[src/hw/rtl/tfr_pkg.sv]
// shared types and constants of the two-axis frame rotation unit
`default_nettype none
package tfr_pkg;

	// default widths
	localparam int VECTOR_WIDTH_DEF = 24;
	localparam int AXIS_WIDTH_DEF   = 16;
	localparam int FRAC_BITS_DEF    = 16;

	// frame builder arithmetic
	localparam int UNIT_SHIFT      = 30;
	localparam int COLLINEAR_LIMIT = 256;

	// configuration register map
	localparam int CFG_INDEX_W = 3;
	typedef enum logic [CFG_INDEX_W-1:0] {
		REG_FIRST_X    = 3'd0,
		REG_FIRST_Y    = 3'd1,
		REG_FIRST_Z    = 3'd2,
		REG_SECOND_X   = 3'd3,
		REG_SECOND_Y   = 3'd4,
		REG_SECOND_Z   = 3'd5,
		REG_AXIS_ORDER = 3'd6
	} tfr_reg_t;

	// row order of the matrix
	localparam logic [1:0] ORDER_ABC = 2'd0;
	localparam logic [1:0] ORDER_CAB = 2'd1;
	localparam logic [1:0] ORDER_BCA = 2'd2;

	// request operation
	typedef enum logic {
		OP_TO_GLOBAL = 1'b0,
		OP_TO_LOCAL  = 1'b1
	} tfr_op_t;

	// classification carried with each queued request
	typedef struct packed {
		tfr_op_t op;
		logic    err;
	} tfr_ctl_t;

	// queue between front and back
	localparam int QUEUE_DEPTH = 2;
	localparam int QUEUE_PTR_W = $clog2(QUEUE_DEPTH);

endpackage
`default_nettype wire

[src/hw/rtl/tfr_front.sv]
// front end: request acceptance, classification and the request queue
`default_nettype none
module tfr_front import tfr_pkg::*; #(
	parameter int VECTOR_WIDTH = VECTOR_WIDTH_DEF
) (
	input  wire logic                          clk,
	input  wire logic                          arst_n,
	input  wire logic                          in_valid,
	output logic                               in_ready,
	input  wire logic                          operation,
	input  wire logic [VECTOR_WIDTH-1:0]       vec_x,
	input  wire logic [VECTOR_WIDTH-1:0]       vec_y,
	input  wire logic [VECTOR_WIDTH-1:0]       vec_z,
	input  wire logic                          frame_invalid,
	input  wire logic                          build_busy,
	input  wire logic                          pop,
	output logic                               q_valid,
	output tfr_ctl_t                           q_ctl,
	output logic      [2:0][VECTOR_WIDTH-1:0]  q_vec
);

	tfr_ctl_t                     ctl_mem [QUEUE_DEPTH];
	logic [2:0][VECTOR_WIDTH-1:0] vec_mem [QUEUE_DEPTH];
	logic [QUEUE_PTR_W-1:0]       wr_ptr_q;
	logic [QUEUE_PTR_W-1:0]       rd_ptr_q;
	logic [QUEUE_PTR_W:0]         count_q;
	logic                         push;
	tfr_ctl_t                     ctl_in;

	assign in_ready = !build_busy && (count_q < (QUEUE_PTR_W + 1)'(QUEUE_DEPTH));
	assign push     = in_valid && in_ready;

	// an invalid frame turns the request into an error result
	assign ctl_in.op  = tfr_op_t'(operation);
	assign ctl_in.err = frame_invalid;

	always_ff @(posedge clk) begin
		if (push) begin
			ctl_mem[wr_ptr_q] <= ctl_in;
			vec_mem[wr_ptr_q] <= {vec_z, vec_y, vec_x};
		end
	end

	always_ff @(posedge clk or negedge arst_n) begin
		if (!arst_n) begin
			wr_ptr_q <= '0;
			rd_ptr_q <= '0;
			count_q  <= '0;
		end else begin
			if (push) wr_ptr_q <= wr_ptr_q + QUEUE_PTR_W'(1);
			if (pop) rd_ptr_q <= rd_ptr_q + QUEUE_PTR_W'(1);
			case ({push, pop})
				2'b10:   count_q <= count_q + (QUEUE_PTR_W + 1)'(1);
				2'b01:   count_q <= count_q - (QUEUE_PTR_W + 1)'(1);
				default: ;
			endcase
		end
	end

	assign q_valid = (count_q != '0);
	assign q_ctl   = ctl_mem[rd_ptr_q];
	assign q_vec   = vec_mem[rd_ptr_q];

endmodule
`default_nettype wire

[config.mk]
export PLATFORM = sky130hd
export DESIGN_NAME = tfr_front
export DESIGN_NICKNAME = d
export VERILOG_FILES = /design/src/hw/rtl/tfr_pkg.sv /design/src/hw/rtl/tfr_front.sv
export SDC_FILE = /design/constraint.sdc
export NUM_CORES = 1
export LEC_CHECK = 0
export BUFFER_PORTS_ARGS = -buffer_cell sky130_fd_sc_hd__buf_2
export CAP_MARGIN = 0
export CORE_MARGIN = 2
export CORE_UTILIZATION = 58
export CTS_BUF_LIST = sky130_fd_sc_hd__clkbuf_2
export DETAILED_ROUTE_END_ITERATION = 6
export PLACE_DENSITY = 0.92
export SLEW_MARGIN = 20
export SYNTH_ARGS = -nofsm -noshare
export SYNTH_HDL_FRONTEND = slang
export SYNTH_SLANG_ARGS = --single-unit
[constraint.sdc]
create_clock -name clk -period 11.51 [get_ports clk]
set_input_delay 1.7265 -clock clk [delete_from_list [all_inputs] [get_ports clk]]
set_output_delay 1.7265 -clock clk [all_outputs]
set_load 0.005 [all_outputs]
== Word-level counts from Yosys, hierarchy flattened ==
Memories as Yosys holds them, arrays and structs flattened.
Index checks and enable logic that the tools add are counted.

* Register bits: 4
* RAM bits: 148
* Bits of input ports: 79
* Output and inout bits: 76
* Word-level logic and storage cells: 20
* Memories: 2

* Add/subtract/negate cells: 4
* Magnitude comparators: 1
* Equal/unequal tests: 2
* Multiplexer cells: 3
* Reductions and logical operators: 5

{| class="wikitable"
|+ Memories
! name !! depth !! width !! read ports !! clocked after Yosys merged registers in !! wr ports !! line !! source
|-
| vec_mem || 2 || 72 || 1 || 0 || 1 || tfr_front.sv:23 || <nowiki>logic [2:0][VECTOR_WIDTH-1:0] vec_mem [QUEUE_DEPTH];</nowiki>
|-
| ctl_mem || 2 || 2 || 1 || 0 || 1 || tfr_front.sv:22 || <nowiki>tfr_ctl_t ctl_mem [QUEUE_DEPTH];</nowiki>
|}

{| class="wikitable"
|+ Operators with widths
! cell !! count
|-
| $pmux W2 S2 || 1
|-
| $reduce_bool A2 Y1 || 2
|-
| $add A1 B1 Y1 const B || 2
|-
| $add A2 B1 Y2 const B || 1
|-
| $eq A2 B1 Y1 const B || 1
|-
| $eq A2 B2 Y1 const B || 1
|-
| $logic_and A1 B1 Y1 || 2
|-
| $lt A2 B2 Y1 const B || 1
|-
| $mux W1 || 2
|-
| $sub A2 B1 Y2 const B || 1
|-
| $logic_not A1 Y1 || 1
|}

== Depth between registers and ports, before layout ==
* Word-level depth: 5
* Depth in mapped cells: 6
* Depth with buffers taken out: 6

== Least setup slack after synthesis ==
OpenSTA, ideal clock, no wires.

* Kind: input to register
* Start: input port build_busy
* End: memory ctl_mem[0][0] (netlist name), enable pin
* Data arrival time: 5.128 ns
* Slack: 5.875 ns
* Cell stages on the path: 3
* Cell sequence: nor2_1 > nand2_1 > nor2_1

* Word-level cells in the longest chain between the ends: 5

{| class="wikitable"
|+ RTL lines
! what !! line !! source
|-
| start, declared || tfr_front.sv:15 || <nowiki>input wire logic build_busy,</nowiki>
|-
| $logic_not A1 Y1 || tfr_front.sv:30 || <nowiki>assign in_ready = !build_busy && (count_q < (QUEUE_PTR_W + 1)'(QUEUE_DEPTH));</nowiki>
|-
| $logic_and A1 B1 Y1 || tfr_front.sv:30 ||
|-
| $logic_and A1 B1 Y1 || tfr_front.sv:31 || <nowiki>assign push = in_valid && in_ready;</nowiki>
|-
| $mux W1 || tfr_front.sv:38 || <nowiki>if (push) begin</nowiki>
|-
| $mux W1 (implied by the code) || tfr_front.sv:39 || <nowiki>ctl_mem[wr_ptr_q] <= ctl_in;</nowiki>
|-
| end, declared || tfr_front.sv:22 ||
|}

Every way passes these cells.

==> flow_summary.json <==
{
  "drc": 0,
  "setup_tns_ns": 0,
  "hold_viol": 0,
  "viasPerCell": 5.00,
  "worstPathRequired_ns": 9.78,
  "synth-seq-cells": 152,
  "drive_gt1_frac": 0.623,
  "synthCells": 246,
  "skew_ns": 0.0215,
  "place_hpwl_um": 6140,
  "max_freq_mhz": 227,
  "irDropWorstVdd_v": 0.000155,
  "drt_iter0_markers": 90,
  "path_cells": "buf_4 > mux2_2 > buf_2",
  "h-tree-depth": 4,
  "antenna_found_initial": 0,
  "numCtsBuffers": 17,
  "crit_type": "reg2out",
  "grt_usage": 0.173,
  "multi_input_area_mm2": 0.00112,
  "ant_nets": 0,
  "rows": 36,
  "syn_area_per_cell_um2": 23.3,
  "startpoint_type": "flop",
  "r2r-end": "vec_mem[0][71]",
  "p_per_area_mw_per_mm2": 199,
  "ios": 155,
  "maxSlewViolCount": 0,
  "holdBufCountCts": 0,
  "slowest_delay_ns": 0.80,
  "hold_class": "reg2reg",
  "tightestPinTransition_ns": 1.02,
  "rsz0062_at_grt": "false",
  "nets": 494,
  "drt-total-wl_um": 9290,
  "yosysSeqAreaShare": 0.794,
  "grt_pass1_vias": 2773,
  "worstPathArrival_ns": 2.68,
  "clk_pin_slew_ns": 0.18,
  "run_status": "completed",
  "die_x_um": 103,
  "clock-sinks": 152,
  "fp.dieArea_mm2": 0.0107,
  "synth.cell_area_mm2": 0.00573,
  "syn-num-nets": 326,
  "core_mm2": 0.00968,
  "io_buffers": 154,
  "slowest_stage": "buf_4",
  "cp-end-kind": "output port",
  "vias": 2805,
  "drv_cap": 0,
  "grt_max_degree": 75,
  "area_delta_synth_final_pct": 19.9,
  "clock_latency_ns": 0.64,
  "slew_headroom": 0.318,
  "setup_viol_count_final": 0,
  "reg2reg_depth": 5,
  "yosysWarnings": 0,
  "grt-ovfl-total": 0,
  "synth_cell_types": 13,
  "cts_resized": 0,
  "clockRootBuffer": "clkbuf_2",
  "die_height_um": 103,
  "gp_congestion": 0.718,
  "crit_path_max_fanout": 58,
  "rrSetupSlack_ns": 9.28,
  "clock_path_buffers": 2,
  "crit_end": "q_vec[71]",
  "worstReg2RegStart": "count_q[1]",
  "p_leak_nw": 2.68,
  "fillers": 626,
  "drtPass1Iterations": 5,
  "fin_crit_ns": 4.40,
  "wl_per_cell_um": 16.6,
  "grt_pass1_wl_um": 13200,
  "initial_core_util": 0.591,
  "timing.final.crit_share": 0.383,
  "cts_setup_buffers": 0,
  "fin_util": 0.709,
  "crit_start": "rd_ptr_q",
  "cts_tree": "yes",
  "regArea_mm2": 0.00455
}
==> stage by stage <==
stage | worst slack, ns | std cells | hold WS (ns) | cell area, µm² | power [mW]
2_1_floorplan | 5.88 | 246 | 0.456 | 5730 | 0.986
3_3_place_gp | 7.57 | 527 | 0.493 | 6620 | 1.10
3_5_place_dp | 7.44 | 527 | 0.506 | 6620 | 1.11
4_1_cts | 7.00 | 559 | 0.531 | 6840 | 1.38
5_1_grt | 6.91 | 560 | 0.568 | 6860 | 1.43
6_report | 7.11 | 561 | 0.530 | 6870 | 1.37
==> cell usage after synthesis <==
library cell,instances,area (µm²)
edfxtp_1,148,4440
xnor2_1,3,26.3
or2_2,1,6.26
mux2_4,50,751
buf_2,2,10.0
xor2_1,2,17.5
ha_1,1,12.5
buf_6,6,67.6
dfrtp_1,4,100
nand2_1,1,3.75
and3_1,1,6.26
mux2_2,24,270
nor2_1,3,11.3
==> where the power goes <==
part	switching [mW]	total (mW)	internal, mW
combinational	0.165	0.391	0.226
clock	0.174	0.273	0.0981
sequential	0.0304	0.705	0.675
total	0.369	1.37	0.999
==> routing by layer <==
metal | share of wire | vias to the layer above | wire length, µm | global-route usage
met5 | 0 | - | 0 | 0
met3 | 0.062 | 9 | 578 | 0.0558
met2 | 0.53 | 110 | 4900 | 0.285
li1 | - | 1310 | - | -
met1 | 0.40 | 1376 | 3690 | 0.203
met4 | 0.012 | 0 | 116 | 0.0911
==> registers in the layout (all words and copies together) (netlist names) <==
| name | flops |
|---|---|
| wr_ptr_q | 1 |
| count_q | 2 |
| rd_ptr_q | 1 |
| vec_mem | 144 |
| ctl_mem | 4 |
==> worst max-delay path, delay by kind of cell, from the launching register on <==
kind	cells	cell delay (ns)
mux	1	0.43
buf+inv	2	0.93
flops	1	0.61
==> layout by cell type (no fill, tap or decap), types with 3 or more instances in the layout <==
master and n:
buf_2 154, edfxtp_1 148, mux2_4 50, clkinvlp_4 7, dfrtp_1 3, mux2_2 24, clkinv_2 3, clkbuf_2 19
xnor2_1 3
==> worst min path at each step <==
stage,start,to,slack (ns),cells after the start
6_report,count_q[0],count_q[0],0.53,1
5_1_grt,count_q[1],count_q[1],0.57,1
4_1_cts,count_q[0],count_q[0],0.53,1
3_5_place_dp,count_q[0],count_q[0],0.51,1
3_3_place_gp,count_q[1],count_q[1],0.49,1
2_1_floorplan,count_q[1],count_q[1],0.46,1
==> cells by family after synthesis <==
logic type,count (synthesis),share of synthesized area
xor+xnor,5,0.00765
fa+ha+maj,1,0.00218
buf+inv,8,0.0135
flops,152,0.794
mux,74,0.178
simple gates,6,0.00481
==> area by class of cell <==
cell class,count,share of cell area
Sequential cell,152,0.662
Multi-Input combinational cell,86,0.163
Timing Repair Buffer,157,0.117
Tap cell,133,0.0242
Clock inverter,13,0.0191
Clock buffer,19,0.0138
Antenna cell,1,0.000364
Note: power is estimated with default switching activity, not from simulation.
